===== src/kmp_pkg.sv =====
// ----------------------------------------------------------------------------
// kmp_pkg
// Shared types for the KMP string matcher: the input and result beats.
// ----------------------------------------------------------------------------
package kmp_pkg;

    localparam int SYMBOL_W = 8;
    localparam int START_W  = 16;

    // Item modes.
    localparam logic MODE_PATTERN = 1'b0;
    localparam logic MODE_TEXT    = 1'b1;

    typedef struct packed {
        logic                mode;
        logic [SYMBOL_W-1:0] symbol;
        logic                last;
    } item_t;

    typedef struct packed {
        logic               match_valid;
        logic [START_W-1:0] match_start;
        logic               text_end;
        logic               pattern_overflow;
    } result_t;

endpackage


===== src/kmp_string_matcher.sv =====
// ----------------------------------------------------------------------------
// kmp_string_matcher
// Knuth-Morris-Pratt matcher built around a pattern memory and a failure-link
// memory, both synchronous with a registered read port.
// ----------------------------------------------------------------------------
// Usage: send pattern bytes (mode 0) first, ending with last set, then text
// bytes (mode 1). A mode 0 beat that arrives while no pattern is loading
// starts a new pattern. Bytes beyond PATTERN_MAX are dropped, and every text
// result of that pattern then carries pattern_overflow.
// The item channel takes one beat, then stalls while the block walks the
// failure links: the walk over the shared memory read port fetches one link
// per step. Over a text run the links followed never exceed the bytes
// scanned. Bytes past the pattern bound are dropped without a walk.
// A result beat is registered as the walk ends, only for a text byte
// that ends a match (overlapping matches included) or carries last.
// The result sits in an output register; while result_stall is high the
// block can still take and work on the next item, and waits only when a
// second result is ready before the first has left.
// Reset clears the pattern, the match state and the output; the memories
// are not cleared and are read only where written.
// ----------------------------------------------------------------------------
module kmp_string_matcher #(
    parameter int PATTERN_MAX   = 64,
    parameter int POSITION_BITS = 16
) (
    input  logic            clk,
    input  logic            rst_n,
    input  kmp_pkg::item_t   item,
    input  logic            item_valid,
    output logic            item_stall,
    output kmp_pkg::result_t result,
    output logic            result_valid,
    input  logic            result_stall
);
    import kmp_pkg::*;

    localparam int AW = (PATTERN_MAX > 1) ? $clog2(PATTERN_MAX) : 1;
    localparam int LW = $clog2(PATTERN_MAX + 1);
    localparam int PW = POSITION_BITS;
    localparam logic [LW-1:0] PAT_MAX_L = LW'(PATTERN_MAX);

    localparam logic ST_IDLE = 1'b0;
    localparam logic ST_SCAN = 1'b1;

    // Pattern bytes and plus-one coded failure links.
    logic [SYMBOL_W-1:0] pat_mem  [PATTERN_MAX];
    logic [LW-1:0]       fail_mem [PATTERN_MAX+1];

    logic                state_reg, state_next;
    logic [LW-1:0]       k_reg, k_next;
    logic                mode_reg, mode_next;
    logic [SYMBOL_W-1:0] sym_reg, sym_next;
    logic                last_reg, last_next;
    logic [LW-1:0]       len_reg, len_next;
    logic [LW-1:0]       build_reg, build_next;
    logic [LW-1:0]       match_reg, match_next;
    logic [PW-1:0]       pos_reg, pos_next;
    logic                overflow_reg, overflow_next;
    logic                loading_reg, loading_next;
    logic                out_valid_reg, out_valid_next;
    result_t             out_reg, out_next;

    logic [SYMBOL_W-1:0] pat_rd_reg;
    logic [LW-1:0]       fail_rd_reg;
    logic                fail_zero_reg;

    logic                pat_we;
    logic [AW-1:0]       pat_waddr;
    logic                fail_we;
    logic [LW-1:0]       fail_waddr;
    logic [LW-1:0]       fail_wdata;
    logic                rd_en;
    logic [LW-1:0]       rd_addr;

    logic [LW-1:0]       eff_len;
    logic [LW-1:0]       eff_build;
    logic [LW-1:0]       fail_val;
    logic                step_done;
    logic                hit;
    logic                out_free;
    logic [PW+15:0]      pos_ext;
    logic [LW+15:0]      len_ext;
    logic [START_W-1:0]  start_val;

    assign item_stall   = (state_reg != ST_IDLE);
    assign result_valid = out_valid_reg;
    assign result       = out_reg;

    assign out_free  = !out_valid_reg || !result_stall;
    assign fail_val  = fail_zero_reg ? '0 : fail_rd_reg;
    assign step_done = (k_reg == '0) || (sym_reg == pat_rd_reg);
    assign hit       = (len_reg != '0) && (k_reg == len_reg);
    assign eff_len   = loading_reg ? len_reg : '0;
    assign eff_build = loading_reg ? build_reg : '0;

    // Only the low 16 bits of the start offset are reported, so the
    // subtraction is done modulo 2^16.
    assign pos_ext   = {16'b0, pos_reg};
    assign len_ext   = {16'b0, len_reg};
    assign start_val = pos_ext[15:0] + 16'd1 - len_ext[15:0];

    always_comb
    begin
        state_next     = state_reg;
        k_next         = k_reg;
        mode_next      = mode_reg;
        sym_next       = sym_reg;
        last_next      = last_reg;
        len_next       = len_reg;
        build_next     = build_reg;
        match_next     = match_reg;
        pos_next       = pos_reg;
        overflow_next  = overflow_reg;
        loading_next   = loading_reg;
        out_valid_next = out_valid_reg && result_stall;
        out_next       = out_reg;
        pat_we         = 1'b0;
        pat_waddr      = eff_len[AW-1:0];
        fail_we        = 1'b0;
        fail_waddr     = len_reg + LW'(1);
        fail_wdata     = k_reg + LW'(1);
        rd_en          = 1'b0;
        rd_addr        = '0;

        unique case (state_reg)
            ST_IDLE:
            begin
                if (item_valid)
                begin
                    mode_next = item.mode;
                    sym_next  = item.symbol;
                    last_next = item.last;
                    if (item.mode == MODE_PATTERN)
                    begin
                        len_next      = eff_len;
                        build_next    = eff_build;
                        match_next    = '0;
                        pos_next      = '0;
                        loading_next  = !item.last;
                        overflow_next = loading_reg && overflow_reg;
                        if (eff_len >= PAT_MAX_L)
                        begin
                            overflow_next = 1'b1;
                        end
                        else
                        begin
                            pat_we     = 1'b1;
                            k_next     = eff_build;
                            state_next = ST_SCAN;
                            if (eff_build != '0)
                            begin
                                rd_en   = 1'b1;
                                rd_addr = eff_build - LW'(1);
                            end
                        end
                    end
                    else
                    begin
                        loading_next = 1'b0;
                        state_next   = ST_SCAN;
                        if (len_reg != '0)
                        begin
                            k_next  = match_reg + LW'(1);
                            rd_en   = 1'b1;
                            rd_addr = match_reg;
                        end
                        else
                        begin
                            k_next = '0;
                        end
                    end
                end
            end
            ST_SCAN:
            begin
                if (!step_done)
                begin
                    // Mismatch: follow the failure link and fetch the next entry.
                    k_next = fail_val;
                    if (fail_val != '0)
                    begin
                        rd_en   = 1'b1;
                        rd_addr = fail_val - LW'(1);
                    end
                end
                else if (mode_reg == MODE_PATTERN)
                begin
                    fail_we    = 1'b1;
                    build_next = k_reg + LW'(1);
                    len_next   = len_reg + LW'(1);
                    state_next = ST_IDLE;
                end
                else if (!((hit || last_reg) && !out_free))
                begin
                    // The link of the full pattern equals the last build index.
                    if (len_reg != '0)
                    begin
                        match_next = hit ? (build_reg - LW'(1)) : k_reg;
                    end
                    if (pos_reg != '1)
                    begin
                        pos_next = pos_reg + PW'(1);
                    end
                    if (last_reg)
                    begin
                        match_next = '0;
                        pos_next   = '0;
                    end
                    if (hit || last_reg)
                    begin
                        out_valid_next            = 1'b1;
                        out_next.match_valid      = hit;
                        out_next.match_start      = hit ? start_val : '0;
                        out_next.text_end         = last_reg;
                        out_next.pattern_overflow = overflow_reg;
                    end
                    state_next = ST_IDLE;
                end
            end
            default:
            begin
                state_next = ST_IDLE;
            end
        endcase
    end

    always_ff @(posedge clk or negedge rst_n)
    begin
        if (!rst_n)
        begin
            state_reg     <= ST_IDLE;
            k_reg         <= '0;
            len_reg       <= '0;
            build_reg     <= '0;
            match_reg     <= '0;
            pos_reg       <= '0;
            overflow_reg  <= 1'b0;
            loading_reg   <= 1'b0;
            out_valid_reg <= 1'b0;
        end
        else
        begin
            state_reg     <= state_next;
            k_reg         <= k_next;
            len_reg       <= len_next;
            build_reg     <= build_next;
            match_reg     <= match_next;
            pos_reg       <= pos_next;
            overflow_reg  <= overflow_next;
            loading_reg   <= loading_next;
            out_valid_reg <= out_valid_next;
        end
    end

    always_ff @(posedge clk)
    begin
        mode_reg <= mode_next;
        sym_reg  <= sym_next;
        last_reg <= last_next;
        out_reg  <= out_next;
    end

    always_ff @(posedge clk)
    begin
        if (pat_we)
        begin
            pat_mem[pat_waddr] <= sym_next;
        end
        if (rd_en)
        begin
            pat_rd_reg <= pat_mem[rd_addr[AW-1:0]];
        end
    end

    // Entry zero of the failure table is never stored; it always reads as zero.
    always_ff @(posedge clk)
    begin
        if (fail_we)
        begin
            fail_mem[fail_waddr] <= fail_wdata;
        end
        if (rd_en)
        begin
            fail_rd_reg   <= fail_mem[rd_addr];
            fail_zero_reg <= (rd_addr == '0);
        end
    end

endmodule


===== config.mk =====
export PLATFORM = sky130hd
export DESIGN_NAME = kmp_string_matcher
export DESIGN_NICKNAME = d
export VERILOG_FILES = /design/src/kmp_pkg.sv /design/src/kmp_string_matcher.sv
export SDC_FILE = /design/constraint.sdc
export NUM_CORES = 2
export LEC_CHECK = 0
export ABC_AREA = 1
export BUFFER_PORTS_ARGS = -buffer_cell sky130_fd_sc_hd__buf_2
export CAP_MARGIN = 15
export CELL_PAD_IN_SITES_DETAIL_PLACEMENT = 0
export CELL_PAD_IN_SITES_GLOBAL_PLACEMENT = 1
export CORE_ASPECT_RATIO = 0.5
export CORE_MARGIN = 3
export CORE_UTILIZATION = 38
export DETAILED_ROUTE_END_ITERATION = 10
export PLACE_DENSITY_LB_ADDON = 0.1
export SYNTH_ARGS = -nofsm -noshare
export SYNTH_HDL_FRONTEND = slang
export SYNTH_SLANG_ARGS = --single-unit

===== constraint.sdc =====
create_clock -name clk -period 11.2 [get_ports clk]
set_clock_uncertainty 0.2 [all_clocks]
set_input_delay 3.36 -clock clk [delete_from_list [all_inputs] [get_ports clk]]
set_output_delay 3.36 -clock clk [all_outputs]
set_load 0.01 [all_outputs]

### Yosys cells after proc, flatten, opt, wreduce, memory -nomap -nowiden

Memory sizes are Yosys's and may differ from the RTL's. A register that Yosys moved wholly into a read port is not among the register bits.
Cells that the tools add are included.

| cells by class | value |
|---|---|
| add/subtract/negate cells | 8 |
| multipliers | 0 |
| divide/modulo/power cells | 0 |
| order comparisons | 1 |
| eq/ne operators | 13 |
| shift-type cells | 0 |
| muxes and demuxes | 78 |
| bitwise gates (word level) | 3 |
| reductions and logical operators | 23 |

Operator list:

| kind | number |
|---|---|
| 7-bit two-way mux | 31 |
| 16-bit two-way mux | 7 |
| 7-bit case mux with 2 select lines | 5 |
| 16-bit case mux with 2 select lines | 1 |
| 1-bit two-way mux | 30 |
| 7-bit by 1-bit adder with 7-bit output, second input constant | 3 |
| 7-bit nonzero test | 3 |
| 7-bit by 1-bit subtractor with 7-bit output, second input constant | 3 |
| 16-bit by 1-bit adder with 16-bit output, second input constant | 1 |
| 8-bit two-way mux | 2 |
| 16-bit != test, second input constant | 1 |
| 16-bit by 7-bit subtractor with 16-bit output | 1 |
| 7-bit zero test | 2 |
| 6-bit AND reduction | 2 |
| 2-bit != test, second input constant | 5 |
| 8-bit == test | 1 |
| 7-bit == test | 1 |
| 7-bit greater-or-equal comparator, second input constant | 1 |
| 3-bit by 1-bit != test with 1-bit output, second input constant | 2 |
| 3-bit AND reduction | 2 |
| 5-bit AND reduction | 1 |
| 1-bit logical AND | 4 |
| 1-bit zero test | 4 |
| 2-bit by 1-bit != test with 1-bit output, second input constant | 2 |
| other kinds (6) | 11 |

| storage, ports and cells | value |
|---|---|
| register bits after elaboration | 78 |
| bits in latches | 0 |
| RAM bits | 967 |
| ROM bits | 0 |
| output and inout bits | 21 |
| word-level logic and storage cells | 145 |
| memories kept | 2 |

Memory list:

| name | depth | width | rd ports | clocked after Yosys merged registers in | write ports | RTL line | source |
|---|---|---|---|---|---|---|---|
| pat_mem | 64 | 8 | 1 | 1 | 1 | kmp_string_matcher.sv:46 | `logic [SYMBOL_W-1:0] pat_mem [PATTERN_MAX];` |
| fail_mem | 65 | 7 | 1 | 1 | 1 | kmp_string_matcher.sv:47 | `logic [LW-1:0] fail_mem [PATTERN_MAX+1];` |

### Depth between registers and ports, before layout

| depth | value |
|---|---|
| depth after elaboration | 9 |
| gate-level depth with buffers | 23 |
| depth with buffers taken out | 20 |

### Least setup slack after synthesis

Ideal clock, no wire load.

| path | value |
|---|---|
| path type | input to register |
| start | in item_valid |
| end | mem pat_mem[0][0], data pin |
| setup time | 0.709 ns |
| arrival time | 6.423 ns |
| required time | 10.291 ns |
| slack | 3.868 ns |
| cell stages on the path | 4 |
| buffers on the path | 1 |
| cell sequence | nand2_1 > inv_1 > clkbuf_1 > o21ai_0 |

| between the ends | value |
|---|---|
| cells in the longest elaborated chain, start to end | 2 |

RTL lines:

| what | RTL line | source |
|---|---|---|
| start: declaration | kmp_string_matcher.sv:29 | `input logic item_valid,` |
| 8-bit two-way mux | kmp_string_matcher.sv:128 | `if (item_valid)` |
| 8-bit two-way mux | kmp_string_matcher.sv:125 | `unique case (state_reg)` |
| via sym_next[0] | kmp_string_matcher.sv:52 | `logic [SYMBOL_W-1:0] sym_reg, sym_next;` |
| end: declaration | kmp_string_matcher.sv:46 |  |

The timed path passes the listed nets, and every way through them passes these cells.

### Worst setup path in the final report

| path | value |
|---|---|
| start | in item[9] in the netlist's numbering |
| end | reg fail_rd_reg[5], read port of fail_mem, data pin |

| between the ends | value |
|---|---|
| cells in the longest elaborated chain, start to end | 3 |
| elaborated cells between the ends (all ways) | 6 |
| those cells by class | 6 x mux |

RTL lines:

| what | RTL line | source |
|---|---|---|
| start: declaration | kmp_string_matcher.sv:28 | `input kmp_pkg::item_t item,` |
| 7-bit two-way mux or 1-bit two-way mux (tied branches) | kmp_string_matcher.sv:133 | `if (item.mode == MODE_PATTERN)` |
| 7-bit two-way mux or 1-bit two-way mux (tied branches) | kmp_string_matcher.sv:128 |  |
| 7-bit case mux with 2 select lines or 1-bit case mux with 2 select lines (tied branches) | kmp_string_matcher.sv:125 |  |
| end: declaration | kmp_string_matcher.sv:64 | `logic [LW-1:0] fail_rd_reg;` |

Several ways; a longest one is shown, not always the timed one.
A chain may end at the register's enable or synchronous reset.

==> reports/results.tsv <==
stage	metric	value	unit
sta	fin crit share	0.626	
critical_path	R2R Path Start	k_reg[0]	
synthesis	Synthesized Nets	4126	
placed_design	GP Congestion	0.808	
sta	Worst Tran Pin Value	1560	ps
layout	share of cells above drive strength 1	0.0687	
layout	P&R area growth vs syn	10.6	%
critical_path	CP endpoint kind	flip-flop	
layout	Nets	4057	
synthesis	cell area after synthesis	46500	µm²
clocking	number of CTS-inserted buffers	102	
sta	Final Hold Violating Endpoints	0	
route	1st-pass router iterations	6	
synthesis	Yosys reg bits	1060	
layout	fill count	11400	
floorplanning	I/O pin cnt	35	
sta	worst setup margin	4190	ps
synthesis	share of the synthesized area in the top cell type	0.649	
route	DRT iter0 DRCs	2778	
sta	final setup vio count	0	
route	vias per cell	5.33	
run_status	failing checks	max-slew violations	
placed_design	worst slack, placed	3650	ps
synthesis	Main synth FF type	edfxtp_1	
layout	Diodes inserted	0	
layout	max reg flops	512	
clocking	Reg clk slew, reported paths	70	ps
global_routing	largest net degree at the start of global routing	224	
synthesis	Post-synth EDFFs	1004	
route	Antenna Nets Post-Route	0	
run_status	outcome	complete, but fails checks	
sta	Max Freq	143	MHz
layout	Multi-input gate area	12500	µm²
placed_design	hpwl dp	78600	µm
critical_path	flop-to-flop setup slack	5260	ps
synthesis	post-synthesis cell type count	54	
sta	worst rel slew slack	-0.0386	
clocking	Setup Fix Bufs, Post-CTS	0	
clocking	CTS tree	done	
floorplanning	Starting Density	0.384	
synthesis	cells after synthesis	4095	
synthesis	Syn Area/Cell	11.3	µm²
global_routing	first-pass GRT wire length	204000	µm
critical_path	worst r2r path cells	14	
sta	minimum clock period	7010	ps
critical_path	Setup CP Type	primary input to flip-flop	
floorplanning	Die Height	253	µm
clocking	Resized Gates After CTS	0	
critical_path	CP Max Fanout	201	
floorplanning	die area	127000	µm²
global_routing	GRT Total Usage	0.215	
synthesis	register area share after synthesis	0.678	
clocking	htree depth	3	
critical_path	WP data required	11460	ps
floorplanning	Rows	90	
hold_path	Hold EP	result[0]	
route	vias after detailed routing	30500	
route	drt total wl	138000	µm
clocking	root buffer cell	clkbuf_16	
global_routing	vias in the first global route	29200	
critical_path	Worst setup SP type	primary input	
hold_path	min-delay src	overflow_reg	
critical_path	R2R Path End	pat_rd_reg[5]	
route	Residual DRC	0	
placed_design	PortBufs	34	
synthesis	Async S/R FF share, synth	0.0453	
clocking	CTS sink count	1060	
clocking	maximum root-to-sink buffer count	3	
floorplanning	DIE WIDTH	501	µm
hold_path	Worst Hold Class	flip-flop to flip-flop	
job	Max Cap Viol	0	
layout	Biggest register	pat_mem	
floorplanning	Core Area	121000	µm²
layout	Reg area	31500	µm²
global_routing	Overflow after GRT	0	
sta	setup total negative slack	0	ps
clocking	Clock Latency Late Sink	730	ps
critical_path	CP arrival	7260	ps
hold_path	Worst Hold Depth	0	
global_routing	initial antenna violation count	0	
sta	Max Slew Vio Count	68	
synthesis	top cells by area, synth	edfxtp_1 (65%), nand3_1 (6.4%), nand2_1 (4.5%)	
sta	hold_ws	261	ps
sta	unrepaired setup endpoints after global routing	no	
route	WL/cell	24.1	µm
synthesis	Yosys warnings	0	
clocking	hold buffer count at cts	0	
synthesis	cell accounting for the most synthesized area	edfxtp_1	
-- critical path, cell delays in order --
cell	delay (ps)
buf_2	310
inv_1	290
a21oi_2	220
inv_2	70
a21oi_4	160
nand3_4	140
nand2_8	400
buf_12	450
nand2_1	110
nand3_1	150
nand3_1	80
nand3_1	220
nand3_1	200
nand3_1	190
nand2_1	80
nand2_1	60
nand2_1	50
-- cell families after synthesis --
logic type	share of synthesized area
buffers and inverters	0.0585
and+or+nand+nor	0.182
AOI/OAI and AO/OA	0.0680
xor gates and xnor gates	0.00886
adders and majority gates	0.00474
DFF	0.678
-- synthesized netlist by cell type (4+ instances only) --
master / instances
a21oi_1: 22
a31oi_1: 7
buf_1: 12
buf_2: 124
buf_4: 13
clkbuf_1: 97
dfrtp_1: 48
dfxtp_1: 8
edfxtp_1: 1004
ha_1: 16
inv_1: 402
inv_2: 10
nand2_1: 555
nand3_1: 593
nand3b_1: 182
nand4_1: 11
nor2_1: 413
nor3_1: 9
o2111ai_1: 6
o211ai_1: 230
o21ai_0: 174
o21ai_1: 22
o221ai_1: 4
o22ai_1: 12
or2_0: 23
or2_2: 16
xnor2_1: 13
xor2_1: 34
-- metrics by stage --
stage / cell area [µm²] / utilization / instances
after floorplan: 46500 / - / 4095
after global placement: 48100 / 0.398 / 5532
after detailed placement: 48100 / 0.398 / 5532
after CTS: 51400 / 0.425 / 5716
after global routing: 51400 / 0.425 / 5716
final: 51400 / 0.425 / 5716
-- layout make-up --
| type | instances | area share |
|---|---|---|
| Sequential cell | 1060 | 0.613 |
| Multi-Input combinational cell | 2372 | 0.242 |
| Clock buffer | 122 | 0.0515 |
| Tap cell | 1610 | 0.0392 |
| Inverter | 413 | 0.0304 |
| Clock inverter | 62 | 0.0128 |
| Timing Repair Buffer | 77 | 0.0106 |
-- worst max-delay path by stage --
stage / start / to / slack (ps) / cells past startpoint
after global placement: item[9] / fail_rd_reg[1] / 3730 / 17
after floorplan: item_valid / pat_mem[0][0] / 3870 / 4
after detailed placement: item[9] / fail_rd_reg[1] / 3650 / 17
after CTS: item[9] / fail_rd_reg[1] / 4440 / 17
final: item[9] / fail_rd_reg[5] / 4190 / 17
after global routing: item[9] / fail_rd_reg[1] / 4150 / 17
-- placed cells by master, fill, tap and decap left out, types with 4 or more instances in the layout --
| cell | netlist | layout |
|---|---|---|
| xor2_1 | 34 | 29 |
| o22ai_1 | 12 | 11 |
| nor3_1 | 9 | 9 |
| nand3_1 | 593 | 593 |
| a21oi_1 | 22 | 21 |
| o21ai_0 | 174 | 169 |
| xor2_4 | 0 | 5 |
| dfxtp_1 | 8 | 8 |
| inv_2 | 10 | 9 |
| xnor2_1 | 13 | 13 |
| ha_1 | 16 | 15 |
| o2111ai_1 | 6 | 6 |
| bufinv_16 | 0 | 10 |
| buf_2 | 124 | 34 |
| dfrtp_1 | 48 | 48 |
| o221ai_1 | 4 | 4 |
| buf_12 | 0 | 4 |
| clkbuf_16 | 0 | 102 |
| buf_4 | 13 | 39 |
| o21ai_1 | 22 | 22 |
| or2_0 | 23 | 23 |
| nand2_1 | 555 | 551 |
| clkbuf_1 | 97 | 18 |
| edfxtp_1 | 1004 | 1004 |
| nand3b_1 | 182 | 182 |
| clkinv_2 | 0 | 21 |
| nand4_1 | 11 | 11 |
| nor2_1 | 413 | 413 |
| inv_6 | 0 | 4 |
| o21ai_4 | 0 | 5 |
| a31oi_1 | 7 | 7 |
| or2_2 | 16 | 16 |
| inv_1 | 402 | 400 |
| o211ai_1 | 230 | 230 |
| nand2_2 | 3 | 5 |
| clkinv_1 | 1 | 20 |
-- metal layers --
layer	up-vias	global-route usage	routed length, µm
li1	14300	-	-
met1	15400	0.327	68000
met5	-	0	0
met3	134	0.0305	6300
met2	722	0.331	61400
met4	0	0.0391	2080
Power is left out: the tool's default activity adds up to more than one toggle a clock period on the data nets, which glitch-free logic cannot reach.
